==> src/hw/rtl/tms_pkg.sv <==
// tms_pkg: shared constants, codes and types of the turing machine stepper
// no dependencies; imported by every other file of the block

package tms_pkg;

    localparam int TAPE_CELLS_DEF = 32768;
    localparam int STATES_DEF     = 8;

    // tape memory row geometry
    localparam int ROW_BITS = 32;
    localparam int ROW_LOG  = 5;

    // rule registers
    localparam int NUM_RULES  = 8;
    localparam int RULE_W     = 12;
    localparam int RULE_IDX_W = 3;

    // apb port
    localparam int APB_AW = 5;
    localparam int APB_DW = 32;

    // beat field widths
    localparam int BUDGET_W   = 16;
    localparam int STATUS_W   = 2;
    localparam int STEPS_W    = 32;
    localparam int HEAD_POS_W = 15;
    localparam int MSTATE_W   = 3;
    localparam int ONES_W     = 16;

    localparam logic [3:0] HALT_CODE = 4'd8;

    localparam logic [STATUS_W-1:0] ST_RUN      = 2'd0;
    localparam logic [STATUS_W-1:0] ST_HALT     = 2'd1;
    localparam logic [STATUS_W-1:0] ST_TAPE     = 2'd2;
    localparam logic [STATUS_W-1:0] ST_BADSTATE = 2'd3;

    localparam logic CMD_RESTART = 1'b0;
    localparam logic CMD_RUN     = 1'b1;

    typedef struct packed {
        logic                wbit;
        logic                ones_up;
        logic                ones_dn;
        logic                move_ok;
        logic                take_next;
        logic                count;
        logic [MSTATE_W-1:0] next_state;
        logic [STATUS_W-1:0] status;
    } t_step_ctl;

endpackage

==> src/hw/rtl/tms_cfg_regs.sv <==
// tms_cfg_regs: apb rule registers with a registered rule fetch port
// depends on tms_pkg

module tms_cfg_regs (
    input  logic                             i_clk,
    input  logic                             i_rst_n,
    input  logic                             psel,
    input  logic                             penable,
    input  logic                             pwrite,
    input  logic [tms_pkg::APB_AW-1:0]       paddr,
    input  logic [tms_pkg::APB_DW-1:0]       pwdata,
    output logic [tms_pkg::APB_DW-1:0]       prdata,
    output logic                             pready,
    input  logic                             i_rule_re,
    input  logic [tms_pkg::RULE_IDX_W-1:0]   i_rule_sel,
    output logic [tms_pkg::RULE_W-1:0]       o_rule
);
    import tms_pkg::*;

    logic [RULE_W-1:0]     r_rules [NUM_RULES];
    logic [APB_DW-1:0]     r_prdata;
    logic [RULE_W-1:0]     r_rule;
    logic [RULE_IDX_W-1:0] w_idx;

    assign w_idx  = paddr[APB_AW-1:2];
    assign pready = 1'b1;
    assign prdata = r_prdata;
    assign o_rule = r_rule;

    always_ff @(posedge i_clk) begin
        if (!i_rst_n) begin
            for (int i = 0; i < NUM_RULES; i++) begin
                r_rules[i] <= '0;
            end
        end else if (psel && penable && pwrite) begin
            r_rules[w_idx] <= pwdata[RULE_W-1:0];
        end
    end

    // read data captured in the setup cycle
    always_ff @(posedge i_clk) begin
        if (psel && !penable) begin
            r_prdata <= APB_DW'(r_rules[w_idx]);
        end
        if (i_rule_re) begin
            r_rule <= r_rules[i_rule_sel];
        end
    end

endmodule

==> config.mk <==
export PLATFORM = sky130hd
export DESIGN_NAME = tms_cfg_regs
export DESIGN_NICKNAME = d
export VERILOG_FILES = /design/src/hw/rtl/tms_pkg.sv /design/src/hw/rtl/tms_cfg_regs.sv
export SDC_FILE = /design/constraint.sdc
export NUM_CORES = 1
export LEC_CHECK = 0
export ABC_AREA = 1
export BUFFER_PORTS_ARGS = -buffer_cell sky130_fd_sc_hd__buf_2
export CORE_UTILIZATION = 42
export DETAILED_ROUTE_END_ITERATION = 6
export HOLD_SLACK_MARGIN = 0.12
export PLACE_DENSITY = 0.6
export REMOVE_ABC_BUFFERS = 1
export SLEW_MARGIN = 10
export SYNTH_ARGS = -nofsm -noshare
export SYNTH_HDL_FRONTEND = slang
export SYNTH_SLANG_ARGS = --single-unit
==> constraint.sdc <==
create_clock -name i_clk -period 2.9 [get_ports i_clk]
set_clock_uncertainty 0.1 [all_clocks]
set_input_delay 0.29 -clock i_clk [delete_from_list [all_inputs] [get_ports i_clk]]
set_output_delay 0.29 -clock i_clk [all_outputs]
set_load 0.01 [all_outputs]
# Word-level counts from Yosys, hierarchy flattened
# Memories as Yosys holds them, arrays and structs flattened. A register that Yosys moved wholly into a read port is not among the register bits.
# Cells that the tools add are included.
[word_totals] latchBits=0 ff_bits=0 elab_cells=13 mem_count=1 output_inout_bits=45 ramBits=96 mem_bits_ro=0 inputBits=46
[memory_table] memory="r_rules" depth=8 word_bits=12 read_ports=2 rd_clocked_by_memory_dff=2 wr=8 line="tms_cfg_regs.sv:20" text="logic [RULE_W-1:0] r_rules [NUM_RULES];"
[classes] n_div=0 n_lt_le_gt_ge=0 n_mux=7 n_addsub=0 n_mul=0 n_shift=0 n_eq_ne=0 n_bitwise=0 reduce_logical=5
[ops] op="$mux W12" count=1
[ops] op="$reduce_or A12 Y1" count=1
[ops] op="$mux W1" count=5
[ops] op="$logic_and A1 B1 Y1" count=3
[ops] op="$mux W3" count=1
[ops] op="$logic_not A1 Y1" count=1

# Logic depth before layout (Yosys ltp)
[logic_depth] word_depth=7 depth_mapped=9 depth_no_buf=7

# Least setup slack after synthesis
# OpenSTA, ideal clock, no wires.
[synth_timing] path_type="input to register" start="input paddr[2] (netlist name)" end="memory r_rules[0][0], enable pin" arrival_time_ns=1.296 slack_ns=1.154 setup_ns=0.350 n_path_buf=3 t_required_ns=2.450 path_stages=6 path_cell_list="buf_4 -> inv_2 -> buf_4 -> nand4_4 -> buf_6 -> nand2_1"
[synth_lines] element="from (decl)" line="tms_cfg_regs.sv:10" text="input logic [tms_pkg::APB_AW-1:0] paddr,"
[synth_lines] element="to (decl)" line="tms_cfg_regs.sv:20"

==> flow_summary.toml <==
[clocking]
cts_tree = "built"
holdBufCountCts = 0
cts-root-buf = "clkbuf_16"
cts_resized = 0
cts.sinks = 120
path_clk_slew_ns = 0.05
clk_latency_ns = 0.42
cts-htree-levels = 4
postCtsSetupBuffers = 0
clockBufferDepth = 2
numCtsBuffers = 17

[hold_path]
hp-class = "in -> reg"

[global_routing]
grt_remaining_overflow = 0
grt_usage = 0.2369
grt_pass1_wl_um = 28290
grt_pass1_vias = 5044
antenna_found_initial = 0
grt_max_degree = 49

[run]
max_cap_viol_count = 0

[worst_setup_path]
end_kind = "flip-flop"
cp.arrival_ns = 1.87
critPathRequiredTime_ns = 2.85
crit_type = "in -> reg"
setup.worst_path.start_class = "primary input"
crit_fanout = 13

[drt]
drtPass1Iterations = 4
drtIter0Drc = 458
wl_um = 18400
via_count = 5473
drc = 0
routedWlPerCell_um = 15.99
viasPerCell = 4.755
drtAntennaViolNets = 0

[synthesis]
ys_types = 18
seq_area_frac_synth = 0.5253
syn_inst = 874
synth_area_um2 = 6860
synth-seq-cells = 120
syn_avg_cell_area_um2 = 7.849
yosysWarnings = 0

[timing]
period_minus_slack_ns = 1.920
relSlewSlack = 0.5184
final-setup-viol-count = 0
rsz0062_at_grt = "false"
slew_viol_final = 0
tightest_slew_ns = 0.7207
finalHoldViolCount = 0
finalSetupTns_ns = 0
hold_ws_ns = 0.1883
finalCritPeriodShare = 0.6620
fmax_mhz = 520.9

[power_and_ir_drop]
vdd.ir_drop.worst_v = 0.0004256
power_mw = 4.556
power.leakage_nw = 3.969
power_density_nw_per_um2 = 587.5

[layout]
fillCellCount = 1565
multi_input_area_um2 = 2451
final_nets = 968
drive_above_1_share = 0.1241
area_growth_pct = 13.04
final-seq-area_um2 = 3603
diodes = 0

[floorplanning]
rows = 46
die_x_um = 129.8
core_um2 = 15940
num_io_pins = 91
dieArea_um2 = 16850
dieHeight_um = 129.8
start_util = 0.4303

[place]
dp_hpwl_um = 11610
portBuffers = 47
gp_congestion = 0.7893

[run_status]
outcome = "finished clean"
per-layer routing:
metal,GRT usage,up-vias,wire length [um]
met4,0.1060,0,469
met3,0.04879,30,1468
li1,-,2721,-
met2,0.3674,226,8332
met1,0.3205,2496,8133
met5,0,-,0
layout make-up:
type	count	area share
well taps	216	0.03485
clock inverters	12	0.01404
flip-flops and latches	120	0.4647
repair buffers	76	0.05841
inverters	115	0.05566
multi-input cells	592	0.3161
clock buffers	20	0.05631
stage by stage:
| step | std cells | worst slack (ns) | instance area (um2) | util |
|---|---|---|---|---|
| floorplan | 827 | 1.049 | 6486 | - |
| global placement | 1119 | 0.5441 | 7209 | 0.4522 |
| detailed placement | 1119 | 0.5167 | 7209 | 0.4522 |
| CTS | 1151 | 0.9559 | 7755 | 0.4864 |
| global route | 1151 | 0.9032 | 7755 | 0.4864 |
| finish | 1151 | 0.9803 | 7755 | 0.4864 |
cells in the final DEF, fill, tap and decap left out, types with 6 or more instances in the layout:
cell type / netlist / routed
buf_4: 26 / 29
conb_1: 2 / 21
inv_1: 112 / 112
clkbuf_16: 0 / 17
nor2_1: 100 / 100
clkinv_2: 0 / 6
edfxtp_1: 120 / 120
buf_2: 20 / 47
nand2_1: 410 / 410
nand4_4: 6 / 6
nand3_1: 48 / 48
worst max-delay path, cell delays in order:
cell,delay (ns)
buf_2,0.22
nand2_4,0.10
nor2_8,0.26
nand4_4,0.32
nand2_1,0.66
flip-flops by register name, summed over array words and instances (netlist names):
signal,cells
r_rules,96
o_rule,12
prdata,12
report_power, final:
group,switching (mW),total (mW),internal [mW],leakage (nW)
clock,0.739,1.98,1.24,0.270
combinational,0.365,0.516,0.150,2.55
sequential,0.0429,2.06,2.02,1.15
total,1.15,4.56,3.41,3.97
worst paths after layout:
check	startpoint	end	slack, ns	cells past startpoint
worst min-delay path	pwdata[1]	r_rules[5][1]	0.19	3
worst min register to register	r_rules[7][10]	prdata[10]	0.56	4
worst max register to register	r_rules[2][10]	o_rule[10]	1.69	6
worst max-delay path	i_rst_n	r_rules[1][9]	0.98	5
synth_stat cells:
master / number / area (um2)
buf_1: 3 / 11.26
buf_2: 20 / 100.1
buf_4: 26 / 195.2
buf_6: 10 / 112.6
clkbuf_1: 7 / 26.28
conb_1: 2 / 7.510
edfxtp_1: 120 / 3603
inv_1: 112 / 420.4
inv_2: 3 / 11.26
nand2_1: 410 / 1539
nand2_4: 1 / 11.26
nand3_1: 48 / 240.2
nand3_4: 2 / 35.03
nand4_1: 2 / 12.51
nand4_4: 6 / 127.6
nor2_1: 100 / 375.4
nor2_4: 1 / 11.26
nor2_8: 1 / 20.02
kinds of logic after synthesis:
kind of cell  Yosys count  share of synthesized area
flops                 120                     0.5253
other cells             2                   0.001095
buf+inv               181                     0.1279
simple gates          571                     0.3458
Power figures use the tool's default switching activity.
