[config.mk]
export PLATFORM = sky130hd
export DESIGN_NAME = tms_step_unit
export DESIGN_NICKNAME = d
export VERILOG_FILES = /design/src/hw/rtl/tms_pkg.sv /design/src/hw/rtl/tms_step_unit.sv
export SDC_FILE = /design/constraint.sdc
export NUM_CORES = 1
export LEC_CHECK = 0
export BUFFER_PORTS_ARGS = -buffer_cell sky130_fd_sc_hd__buf_2
export CELL_PAD_IN_SITES_DETAIL_PLACEMENT = 1
export CELL_PAD_IN_SITES_GLOBAL_PLACEMENT = 1
export CORE_MARGIN = 1.5
export CORE_UTILIZATION = 32
export DETAILED_ROUTE_END_ITERATION = 10
export PLACE_DENSITY_LB_ADDON = 0.1
export SLEW_MARGIN = 10
export SYNTH_ARGS = -nofsm -noshare
export SYNTH_HDL_FRONTEND = slang
export SYNTH_SLANG_ARGS = --single-unit
export TNS_END_PERCENT = 5
[constraint.sdc]
create_clock -name vclk -period 3.5
set_input_delay 0.35 -clock vclk [all_inputs]
set_output_delay 0.35 -clock vclk [all_outputs]
set_load 0.03 [all_outputs]
[src/hw/rtl/tms_pkg.sv]
// tms_pkg: shared constants, codes and types of the turing machine stepper
// no dependencies; imported by every other file of the block

package tms_pkg;

    localparam int TAPE_CELLS_DEF = 32768;
    localparam int STATES_DEF     = 8;

    // tape memory row geometry
    localparam int ROW_BITS = 32;
    localparam int ROW_LOG  = 5;

    // rule registers
    localparam int NUM_RULES  = 8;
    localparam int RULE_W     = 12;
    localparam int RULE_IDX_W = 3;

    // apb port
    localparam int APB_AW = 5;
    localparam int APB_DW = 32;

    // beat field widths
    localparam int BUDGET_W   = 16;
    localparam int STATUS_W   = 2;
    localparam int STEPS_W    = 32;
    localparam int HEAD_POS_W = 15;
    localparam int MSTATE_W   = 3;
    localparam int ONES_W     = 16;

    localparam logic [3:0] HALT_CODE = 4'd8;

    localparam logic [STATUS_W-1:0] ST_RUN      = 2'd0;
    localparam logic [STATUS_W-1:0] ST_HALT     = 2'd1;
    localparam logic [STATUS_W-1:0] ST_TAPE     = 2'd2;
    localparam logic [STATUS_W-1:0] ST_BADSTATE = 2'd3;

    localparam logic CMD_RESTART = 1'b0;
    localparam logic CMD_RUN     = 1'b1;

    typedef struct packed {
        logic                wbit;
        logic                ones_up;
        logic                ones_dn;
        logic                move_ok;
        logic                take_next;
        logic                count;
        logic [MSTATE_W-1:0] next_state;
        logic [STATUS_W-1:0] status;
    } t_step_ctl;

endpackage

[src/hw/rtl/tms_step_unit.sv]
// tms_step_unit: decodes one transition from the rule word and the read symbol
// depends on tms_pkg

module tms_step_unit #(
    parameter int TAPE_CELLS = 32768,
    parameter int STATES     = 8,
    parameter int HW         = 15
) (
    input  logic [HW-1:0]               i_head,
    input  logic                        i_sym,
    input  logic [tms_pkg::RULE_W-1:0]  i_rule,
    output tms_pkg::t_step_ctl          o_ctl,
    output logic [HW-1:0]               o_head_next
);
    import tms_pkg::*;

    logic [5:0] w_rule;
    logic       w_right;
    logic [3:0] w_next;
    logic       w_edge;

    assign w_rule  = i_sym ? i_rule[11:6] : i_rule[5:0];
    assign w_right = w_rule[1];
    assign w_next  = w_rule[5:2];
    assign w_edge  = w_right ? (i_head == HW'(TAPE_CELLS - 1)) : (i_head == '0);

    assign o_head_next = w_right ? i_head + HW'(1) : i_head - HW'(1);

    always_comb begin
        o_ctl            = '0;
        o_ctl.wbit       = w_rule[0];
        o_ctl.ones_up    = w_rule[0] & ~i_sym;
        o_ctl.ones_dn    = ~w_rule[0] & i_sym;
        o_ctl.next_state = w_next[MSTATE_W-1:0];
        o_ctl.status     = ST_RUN;
        if (w_edge) begin
            o_ctl.status = ST_TAPE;
        end else begin
            o_ctl.move_ok = 1'b1;
            if (w_next == HALT_CODE) begin
                o_ctl.status = ST_HALT;
                o_ctl.count  = 1'b1;
            end else if (32'(w_next) >= STATES) begin
                o_ctl.status = ST_BADSTATE;
            end else begin
                o_ctl.take_next = 1'b1;
                o_ctl.count     = 1'b1;
            end
        end
    end

endmodule

======== After elaboration in Yosys (flattened, before gate mapping) ========
Cells that the tools add are included.
word-level totals
  memories kept ........................... 0
  bits in latches ......................... 0
  logic and storage cells ................. 20
  RAM bits ................................ 0
  ROM bits ................................ 0
  register bits after elaboration ......... 0
cells by class
  magnitude comparators ................... 1
  shifts and indexed selects .............. 0
  reductions and logical operators ........ 1
  $mul .................................... 0
  divide/modulo/power cells ............... 0
  bitwise logic cells ..................... 4
  $add $sub $neg .......................... 2
  eq/ne operators ......................... 2
  mux-type cells .......................... 10
operator list
  cell                                                       number
  adder 15 x 1 -> 15 bit (second input constant)             1
  equality test 15 bit (second input constant)               1
  zero test 15 bit                                           1
  2-to-1 mux 15 bit                                          1
  subtractor 15 x 1 -> 15 bit (second input constant)        1
  2-to-1 mux 2 bit                                           4
  2-to-1 mux 6 bit                                           1
  equality test 4 bit (second input constant)                1
  greater-or-equal comparator 4 bit (second input constant)  1
  2-to-1 mux 1 bit                                           3
  2-to-1 mux 3 bit                                           1
  AND 1 bit                                                  2
  inverter 1 bit                                             2

======== Longest topological paths before layout ========
Gate-level depths: netlist of run 1.
  word-level depth ........................ 5
  depth in mapped cells ................... 10
  depth with buffers taken out ............ 8

======== Worst setup path before layout of run 1 ========
OpenSTA, ideal clock, no wires.
  kind .................................... input to output
  start point ............................. input i_sym
  end point ............................... output o_head_next[9]
  buffers on the path ..................... 1
  stages .................................. 8
  arrival time ............................ 2.800 ns
  path slack .............................. 0.350 ns
  path through ............................ buf_2 > mux2_2 > inv_1 > ha_1 > a21o_1 > a32o_2 > or3_1 > o21ai_1
between the ends
  word-level cells in the longest chain between the ends .. 2
RTL lines
  what                RTL line             text
  start: declaration  tms_step_unit.sv:10  input logic i_sym,
  2-to-1 mux 6 bit    tms_step_unit.sv:22  assign w_rule = i_sym ? i_rule[11:6] : i_rule[5:0];
  2-to-1 mux 15 bit   tms_step_unit.sv:27  assign o_head_next = w_right ? i_head + HW'(1) : i_head - HW'(1);
  end: declaration    tms_step_unit.sv:13  output logic [HW-1:0] o_head_next
No other way between the ends.

======== Final worst setup path of run 1 ========
  start point ............................. input i_sym
  end point ............................... output o_head_next[13]
Same word-level chain as after synthesis.

==> impl_results.md, run 1 <==
- Sequential share of the synthesized area: 0%
- Crit path from: i_sym
- 1st-pass router iterations: 8
- PD cells: 297 nW/µm²
- # setup viols final: 0
- Critical path type: input pin to primary output
- Via density: 5.51
- Vias: 1196
- Critical Path Sink: o_head_next[13]
- Largest family of logic cells by synthesized area: simple AND/OR/NAND/NOR gates
- Leading cell type in the layout, fill and taps excluded: buf_2
- GP Congestion: 0.812
- Crit end category: primary output
- Row cnt: 19
- Setup WS pre-CTS: 0.254 ns
- Ant. Diodes: 0
- Largest net degree at the start of global routing: 14
- Fin crit period: 3.21 ns
- First DRT Iteration DRCs: 40
- Crit path DAT: 2.86 ns
- Violated checks: DRC
- Initial antenna violation count: 0
- Die width: 57.8 µm
- Max-slew violation count: 0
- Drt total wl: 3020 µm
- Post-Synth Adder-Cell Area: 21.6%
- Distinct cells, synth: 35
- Post-synthesis compound-gate area fraction: 22.6%
- Ys Warns: 0
- Starting Density: 34.2%
- Total track usage: 18.3%
- Fin nets: 232
- Cells after synthesis: 133
- Placed wire-length estimate: 2670 µm
- Fin cells: 217
- Register area: 0 µm²
- Cell Area, Synth: 960 µm²
- Placed instance count: 217
- Final hold vios: 0
- Routed Antenna Nets: 0
- Postcts setup bufs: 0
- Wire per inst: 13.9 µm
- Setup ws final: 0.293 ns
- Post-synthesis mux area share: 11.0%
- Area growth syn-to-layout: 31.9%
- Avg Inst Size Synth: 7.22 µm²
- Max-Slew Margin vs Limit: 71.3%
- Peak supply drop: 0.179 mV
- Most frequent cells in the layout: buf_2, ha_1, a21oi_1
- Mapped Nets: 177
- # hold bufs at CTS: 0
- First-pass GRT wire length: 5040 µm
- CP Max Fanout: 13
- Tcrit/Tclk final: 91.6%
- I/O Buffers: 54
- CLK BUF: 0
- Layout cell share with drive strength beyond 1: 35.5%
- RSZ-0062 raised after global routing: no
- Peak Freq: 0.312 GHz
- Startpoint Class: input pin
- Core Area: 2810 µm²
- Maxcap violations: 0
- Vias in the first global route: 1127
- Num sequential: 0
- Top Ports: 54
- Residual DRC: 9
- GRT overflow: 0
- CTS resizes: 0
- TNS Setup: 0 ns
- Critical Path RT: 3.15 ns
- Hold Path Class: input pin to primary output
- Leakage: 0.636 nW
- Simple-gate portion of the synthesized area: 31.9%
- Finished Core Util: 45.1%
- Worst-margin pin slew: 0.426 ns
- Status: finished, violations left
- Tot Pwr: 0.377 mW
- Vert. Die Dim: 57.8 µm
- Die area: 3340 µm²
- Synth Area in XOR/XNOR: 9.13%
[Yosys cell counts, drive strengths merged]
cell type,count,share of area [%]
ha,15,20
a21oi,12,7.0
nand2,9,3.5
nor2,8,3.1
xnor2,8,7.3
inv,7,2.7
nand4,7,4.6
a21o,6,4.7
mux2i,6,6.3
nor2b,6,3.9
nor4,6,3.9
o21ai,6,3.5
mux2,4,4.7
nand2b,4,2.6
nand3,4,2.1
nor3,4,2.1
a211oi,2,2.1
a221oi,2,1.8
buf,2,1.0
nand3b,2,1.6
or2,2,1.3
or3,2,1.3
xor2,2,1.8
a31oi,1,0.65
a32o,1,1.2
and2,1,0.65
fa,1,2.1
nor3b,1,1.3
o211ai,1,0.78
o21bai,1,0.78
[report_power, final]
part,total [mW],switching (mW),internal [mW]
clock network,0,0,0
registers,0,0,0
logic,0.377,0.243,0.133
[area by class of cell]
| class | instances | area [µm²] |
|---|---|---|
| Multi-Input combinational cell | 124 | 923 |
| Tap cell | 31 | 38.8 |
| Timing Repair Buffer | 55 | 278 |
| Inverter | 7 | 26.3 |
| Fill cell | 399 | 1540 |
[cell families after synthesis]
group | after synthesis
simple gates | 56
buf+inv | 9
fa+ha+maj | 16
compound gates | 32
xor+xnor | 10
mux | 10
[stage by stage]
| step | cell area [µm²] | hold slack, ns |
|---|---|---|
| after global routing | 1270 | 1.01 |
| after floorplan | 960 | 0.810 |
| after detailed placement | 1270 | 0.990 |
| after CTS | 1270 | 0.991 |
| after global placement | 1270 | 0.984 |
| final | 1270 | 0.988 |
[metal layers]
| layer | track usage (%) | vias to the layer above | part of all wire [%] | wire length [µm] |
|---|---|---|---|---|
| met3 | 0.893 | 0 | 9.0 | 270 |
| li1 | - | 605 | - | - |
| met1 | 25.3 | 547 | 45 | 1350 |
| met4 | 0 | 0 | 0 | 0 |
| met5 | 0 | - | 0 | 0 |
| met2 | 33.3 | 44 | 46 | 1400 |
[critical path: stages]
cell and delay, ns:
buf_2 0.17, mux2_2 0.42, inv_1 0.35, ha_1 0.39, a21o_1 0.22, a32o_2 0.30
nor4_1 0.26, mux2i_1 0.13, nand2_1 0.07, buf_2 0.18
[worst min-delay path by stage]
| stage | end | cells past startpoint | start | slack (ns) |
|---|---|---|---|---|
| floorplan | o_ctl[8] | 1 | i_rule[6] | 0.81 |
| global placement | o_ctl[8] | 3 | i_rule[6] | 0.98 |
| detailed placement | o_ctl[8] | 3 | i_rule[6] | 0.99 |
| CTS | o_ctl[8] | 3 | i_rule[6] | 0.99 |
| global route | o_ctl[8] | 3 | i_rule[6] | 1.01 |
| finish | o_ctl[8] | 3 | i_rule[6] | 0.99 |
Power figures use the tool's default switching activity.
==> run 2, diff against run 1 <==
--- a/config.mk
+++ b/config.mk
@@ -9,7 +9,7 @@
 export CELL_PAD_IN_SITES_DETAIL_PLACEMENT = 1
 export CELL_PAD_IN_SITES_GLOBAL_PLACEMENT = 1
 export CORE_MARGIN = 1.5
-export CORE_UTILIZATION = 32
+export CORE_UTILIZATION = 29
 export DETAILED_ROUTE_END_ITERATION = 10
 export PLACE_DENSITY_LB_ADDON = 0.1
 export SLEW_MARGIN = 10
==> constraint.sdc (replaced) <==
create_clock -name vclk -period 2.6
set_input_delay 0.26 -clock vclk [all_inputs]
set_output_delay 0.26 -clock vclk [all_outputs]
set_load 0.03 [all_outputs]
==> run 2 against run 1 <==
- non-clock buffer count increased by 34
- global-route usage increased by 2.3 points
- combinational power increased by 81%
- clock-buffer cell count unchanged
- hold slack got worse by 0.16 ns
- the run now ends clean
- sequential cell count unchanged
- via count increased by 14%
- power increased by 81%
- highest routed layer unchanged
- utilization increased by 12 points
==> impl_results.md, run 2 (same netlist as run 1, synthesis figures left out) <==
- PD cells: 389 nW/µm² (+31%)
- Vias: 1361 (+14%)
- 1st-pass router iterations: 4 (-4)
- Critical Path RT: 2.34 ns (-0.81 ns)
- Post-DP Area: 1500 µm² (+18%)
- CP Max Fanout: 6 (-7)
- Peak supply drop: 0.231 mV (+30%)
- Row cnt: 20 (+1)
- Wire per inst: 15.2 µm (+9.7%)
- Vert. Die Dim: 60.5 µm (+4.8%)
- Area growth syn-to-layout: 83.2%
- GP Congestion: 0.863 (+6.2%)
- Critical path type: input pin to primary output
- Crit path DAT: 2.30 ns (-0.56 ns)
- Tcrit/Tclk final: 98.5%
- Worst-margin pin slew: 0.431 ns (+0.00436 ns)
- Die area: 3660 µm² (+9.8%)
- Area of the multi-input gates: 1080 µm² (+17%)
- Worst Hold Depth: 3 (unchanged)
- Ant. Diodes: 0 (unchanged)
- Max-slew violation count: 0 (unchanged)
- Placed wire-length estimate: 3150 µm (+18%)
- Hold worst-path end: o_ctl[8]
- Crit end category: primary output
- Drt total wl: 4040 µm (+34%)
- Met3 Wirelength: 266 µm (-1.5%)
- GRT overflow: 0 (unchanged)
- Peak Freq: 0.390 GHz
- Maxcap violations: 0 (unchanged)
- Leakage: 0.837 nW (+32%)
- Startpoint Class: input pin
- Tot Pwr: 0.683 mW (+81%)
- Fin nets: 267 (+15%)
- # setup viols final: 0 (unchanged)
- Max-Slew Margin vs Limit: 71.0% (-0.29 points)
- M1 WL: 1670 µm (+24%)
- Final hold vios: 0 (unchanged)
- Layout cell share with drive strength beyond 1: 54.3% (+19 points)
- Placed instance count: 256 (+18%)
- Highest metal used: met3
- Fin area: 1760 µm² (+39%)
- Hold Startpoint: i_rule[6]
- Total track usage: 20.5% (+2.3 points)
- Residual DRC: 0 (-9)
- First DRT Iteration DRCs: 22 (-45%)
- Die width: 60.5 µm (+4.8%)
- Register area: 0 µm² (unchanged)
- Top Ports: 54 (unchanged)
- TNS Setup: 0 ns (unchanged)
- Most frequent cells in the layout: buf_2, buf_4, nand2_1
- Largest net degree at the start of global routing: 8 (-6)
- Via density: 5.14 (-6.8%)
- CLK BUF: 0 (unchanged)
- Fin crit period: 2.56 ns
- Hold Path Class: input pin to primary output
- Leading cell type in the layout, fill and taps excluded: buf_2
- Initial antenna violation count: 0 (unchanged)
- Routed Antenna Nets: 0 (unchanged)
- RSZ-0062 raised after global routing: yes
- First-pass GRT wire length: 5940 µm (+18%)
- Vias in the first global route: 1357 (+20%)
- Core Area: 3100 µm² (+11%)
- Starting Density: 30.9% (-3.3 points)
- I/O Buffers: 54 (unchanged)
- Status: completed
- Fillers: 422 (+5.8%)
- Finished Core Util: 56.7% (+12 points)
- Num sequential: 0 (unchanged)
- Fin cells: 265 (+22%)
- Met2 routed WL: 2100 µm (+51%)
run 2: worst max path at each step:
stage | startpoint | to | slack (ns) | cells past startpoint
floorplan | i_sym | o_head_next[8] | -0.09 | 9
global placement | i_sym | o_head_next[9] | -0.16 | 9
detailed placement | i_sym | o_head_next[11] | -0.24 | 11
CTS | i_sym | o_head_next[12] | -0.004 | 10
global route | i_sym | o_head_next[11] | -0.11 | 12
finish | i_sym | o_head_next[11] | 0.04 | 12
run 2: through the flow:
stage / setup WS [ns] / hold WS, ns
6_report: 0.0388 / 0.824
5_1_grt: -0.105 / 0.831
4_1_cts: -0.00441 / 0.827
3_5_place_dp: -0.242 / 0.827
3_3_place_gp: -0.164 / 0.803
2_1_floorplan: -0.0945 / 0.630
run 2: report_power, final:
part	total, mW	switching (mW)	leakage, nW	internal (mW)
logic	0.683	0.385	0.837	0.299
registers	0	0	0	0
clock network	0	0	0	0
total	0.683	0.385	0.837	0.299
run 2: final cells by class:
class / instances / area share, %
Multi-Input combinational cell: 124 / 61.6
Timing Repair Buffer: 89 / 33.1
Tap cell: 44 / 3.13
Inverter: 7 / 1.71
Timing Repair inverter: 1 / 0.427
run 2: repair_timing:
action / in CTS / in global routing
hold endpoints to repair: 0 / 0
resized for setup: 11 / 26
hold buffers: 0 / 0
setup buffers: 5 / 3
pin swaps: 1 / 8
setup endpoints to repair: 8 / 8
cloned: 1 / 0
run 2: routing by layer:
layer | GRT usage (%) | vias up
li1 | - | 676
met1 | 24.6 | 643
met2 | 41.8 | 42
met3 | 1.71 | 0
met4 | 0 | 0
met5 | 0 | -
run 2: critical path: stages:
cell and delay (ns):
buf_6 0.09, mux2_4 0.24, clkinvlp_4 0.19, buf_6 0.17
ha_4 0.22, and2_1 0.17, a32o_2 0.30, buf_4 0.16
nor4_4 0.14, mux2i_1 0.10, nand3_1 0.11, buf_6 0.14
==> run 3, diff against run 2 <==
--- a/config.mk
+++ b/config.mk
@@ -6,12 +6,14 @@
 export NUM_CORES = 1
 export LEC_CHECK = 0
 export BUFFER_PORTS_ARGS = -buffer_cell sky130_fd_sc_hd__buf_2
+export CAP_MARGIN = 15
 export CELL_PAD_IN_SITES_DETAIL_PLACEMENT = 1
 export CELL_PAD_IN_SITES_GLOBAL_PLACEMENT = 1
 export CORE_MARGIN = 1.5
 export CORE_UTILIZATION = 29
 export DETAILED_ROUTE_END_ITERATION = 10
 export PLACE_DENSITY_LB_ADDON = 0.1
+export RECOVER_POWER = 100
 export SLEW_MARGIN = 10
 export SYNTH_ARGS = -nofsm -noshare
 export SYNTH_HDL_FRONTEND = slang
==> run 3 against run 2 <==
- setup slack got worse by 0.0012 ns
- critical path type unchanged
- global-route usage did not move
- critical path depth did not move
- critical endpoint unchanged
- design area fell by 1.3%
==> impl_results.md, run 3 (same netlist as run 1, synthesis figures left out) <==
- Status: completed
- Peak Freq: 0.390 GHz (about the same)
- Placed instance count: 256 (unchanged)
- First-pass GRT wire length: 5940 µm (unchanged)
- RSZ-0062 raised after global routing: yes
- Startpoint Class: input pin
- CP bufs+invs: 5 (unchanged)
- Crit-path max cell delay: 0.30 ns (about the same)
- Final hold vios: 0 (unchanged)
- CLK BUF: 0 (unchanged)
- First DRT Iteration DRCs: 12 (-45%)
- Routed Antenna Nets: 0 (unchanged)
- Core Area: 3100 µm² (unchanged)
- GRT overflow: 0 (unchanged)
- Critical Path RT: 2.34 ns (about the same)
- Max-Slew Margin vs Limit: 62.3% (-8.7 points)
- Crit path DAT: 2.30 ns (about the same)
- Largest net degree at the start of global routing: 8 (unchanged)
- Top Ports: 54 (unchanged)
- Tcrit/Tclk final: 98.6% (about the same)
- Placed wire-length estimate: 3150 µm (unchanged)
- Max-slew violation count: 0 (unchanged)
- Peak supply drop: 0.231 mV (-0.15%)
- Leakage: 0.792 nW (-5.4%)
- PD cells: 390 nW/µm² (+0.29%)
- Residual DRC: 0 (unchanged)
- Vias: 1364 (+0.22%)
- Hold Startpoint: i_rule[6]
- Worst path most repeated cell: buf_6
- # setup viols final: 0 (unchanged)
- Starting Density: 30.9% (unchanged)
- Fin nets: 267 (unchanged)
- Hold worst-path end: o_ctl[8]
- Area growth syn-to-layout: 80.8%
- Via density: 5.15 (+0.22%)
- Crit-path cells: buf_6, mux2_4, clkinvlp_4, buf_6, ha_4, and2_1, a32o_2, buf_4, nor4_4, mux2i_1, nand3_1, buf_6
- Die area: 3660 µm² (unchanged)
- Finished Core Util: 55.9% (-0.73 points)
- CP Max Fanout: 6 (unchanged)
- Row cnt: 20 (unchanged)
- Vias in the first global route: 1357 (unchanged)
- Crit end category: primary output
- Fin cells: 265 (unchanged)
- Die width: 60.5 µm (unchanged)
- Worst Hold Depth: 3 (unchanged)
- Tot Pwr: 0.676 mW (-0.99%)
- Worst-margin pin slew: 0.559 ns (+0.129 ns)
- Vert. Die Dim: 60.5 µm (unchanged)
- Ant. Diodes: 0 (unchanged)
- I/O Buffers: 54 (unchanged)
- Maxcap violations: 0 (unchanged)
- Hold slack: 0.862 ns (+0.0380 ns)
- Most frequent cells in the layout: buf_4, buf_2, clkbuf_1
- Wire per inst: 15.4 µm (+0.77%)
- Leading cell type in the layout, fill and taps excluded: buf_4
- Drt total wl: 4070 µm (+0.77%)
- Hold Path Class: input pin to primary output
- Num sequential: 0 (unchanged)
- Crit path max-delay family: buffers and inverters
- Register area: 0 µm² (unchanged)
- Total track usage: 20.5% (unchanged)
- 1st-pass router iterations: 3 (-1)
- Layout cell share with drive strength beyond 1: 47.1% (-7.2 points)
- Fillers: 431 (+2.1%)
- GP Congestion: 0.863 (unchanged)
- Critical path's slowest cell: a32o_2
- Fin crit period: 2.56 ns (+0.00119 ns)
- Initial antenna violation count: 0 (unchanged)
- Critical path type: input pin to primary output
==> run 3: worst min-delay path, cell delays in order <==
cell and delay (ns):
buf_2 0.09, nor2b_1 0.04, clkbuf_1 0.21
==> run 3: cell type report <==
class	instances	area (µm²)	share of cell area [%]
Inverter	7	30.0	1.73
Timing Repair Buffer	89	563	32.4
Timing Repair inverter	1	7.51	0.433
Tap cell	44	55.1	3.17
Multi-Input combinational cell	124	1080	62.2
==> run 3: how the worst max path moves through the flow <==
stage	startpoint	endpoint	slack, ns	cells past startpoint
3_3_place_gp	i_sym	o_head_next[9]	-0.16	9
4_1_cts	i_sym	o_head_next[12]	-0.004	10
3_5_place_dp	i_sym	o_head_next[11]	-0.24	11
5_1_grt	i_sym	o_head_next[11]	-0.11	12
6_report	i_sym	o_head_next[11]	0.04	12
2_1_floorplan	i_sym	o_head_next[8]	-0.09	9
==> run 3: routing by layer <==
layer / vias to the layer above / track usage (%) / wire length, µm
met4: 0 / 0 / 0
met2: 44 / 41.8 / 2100
met1: 643 / 24.6 / 1710
met5: - / 0 / 0
met3: 0 / 1.71 / 266
li1: 677 / - / -
==> run 3: stage by stage <==
stage               TNS [ns]  worst slack (ns)  area [µm²]
global route          -0.250            -0.105        1740
finish                     0            0.0377        1740
floorplan             -0.435           -0.0945         982
detailed placement     -1.18            -0.242        1500
global placement      -0.851            -0.164        1500
CTS                 -0.00441          -0.00441        1610
==> run 3: power by group <==
group          internal, mW  switching [mW]  leakage (nW)  total (mW)
Combinational         0.291           0.386         0.792       0.676
Sequential                0               0             0           0
Clock                     0               0             0           0
Total                 0.291           0.386         0.792       0.676
==> run 3: what timing repair did <==
item                                    4_1_cts  5_1_grt
hold buffers                                  0        0
setup buffers                                 5        3
gates resized for setup                      11       26
pin swaps                                     1        8
endpoints found under the setup margin        8        8
cloned                                        1        0
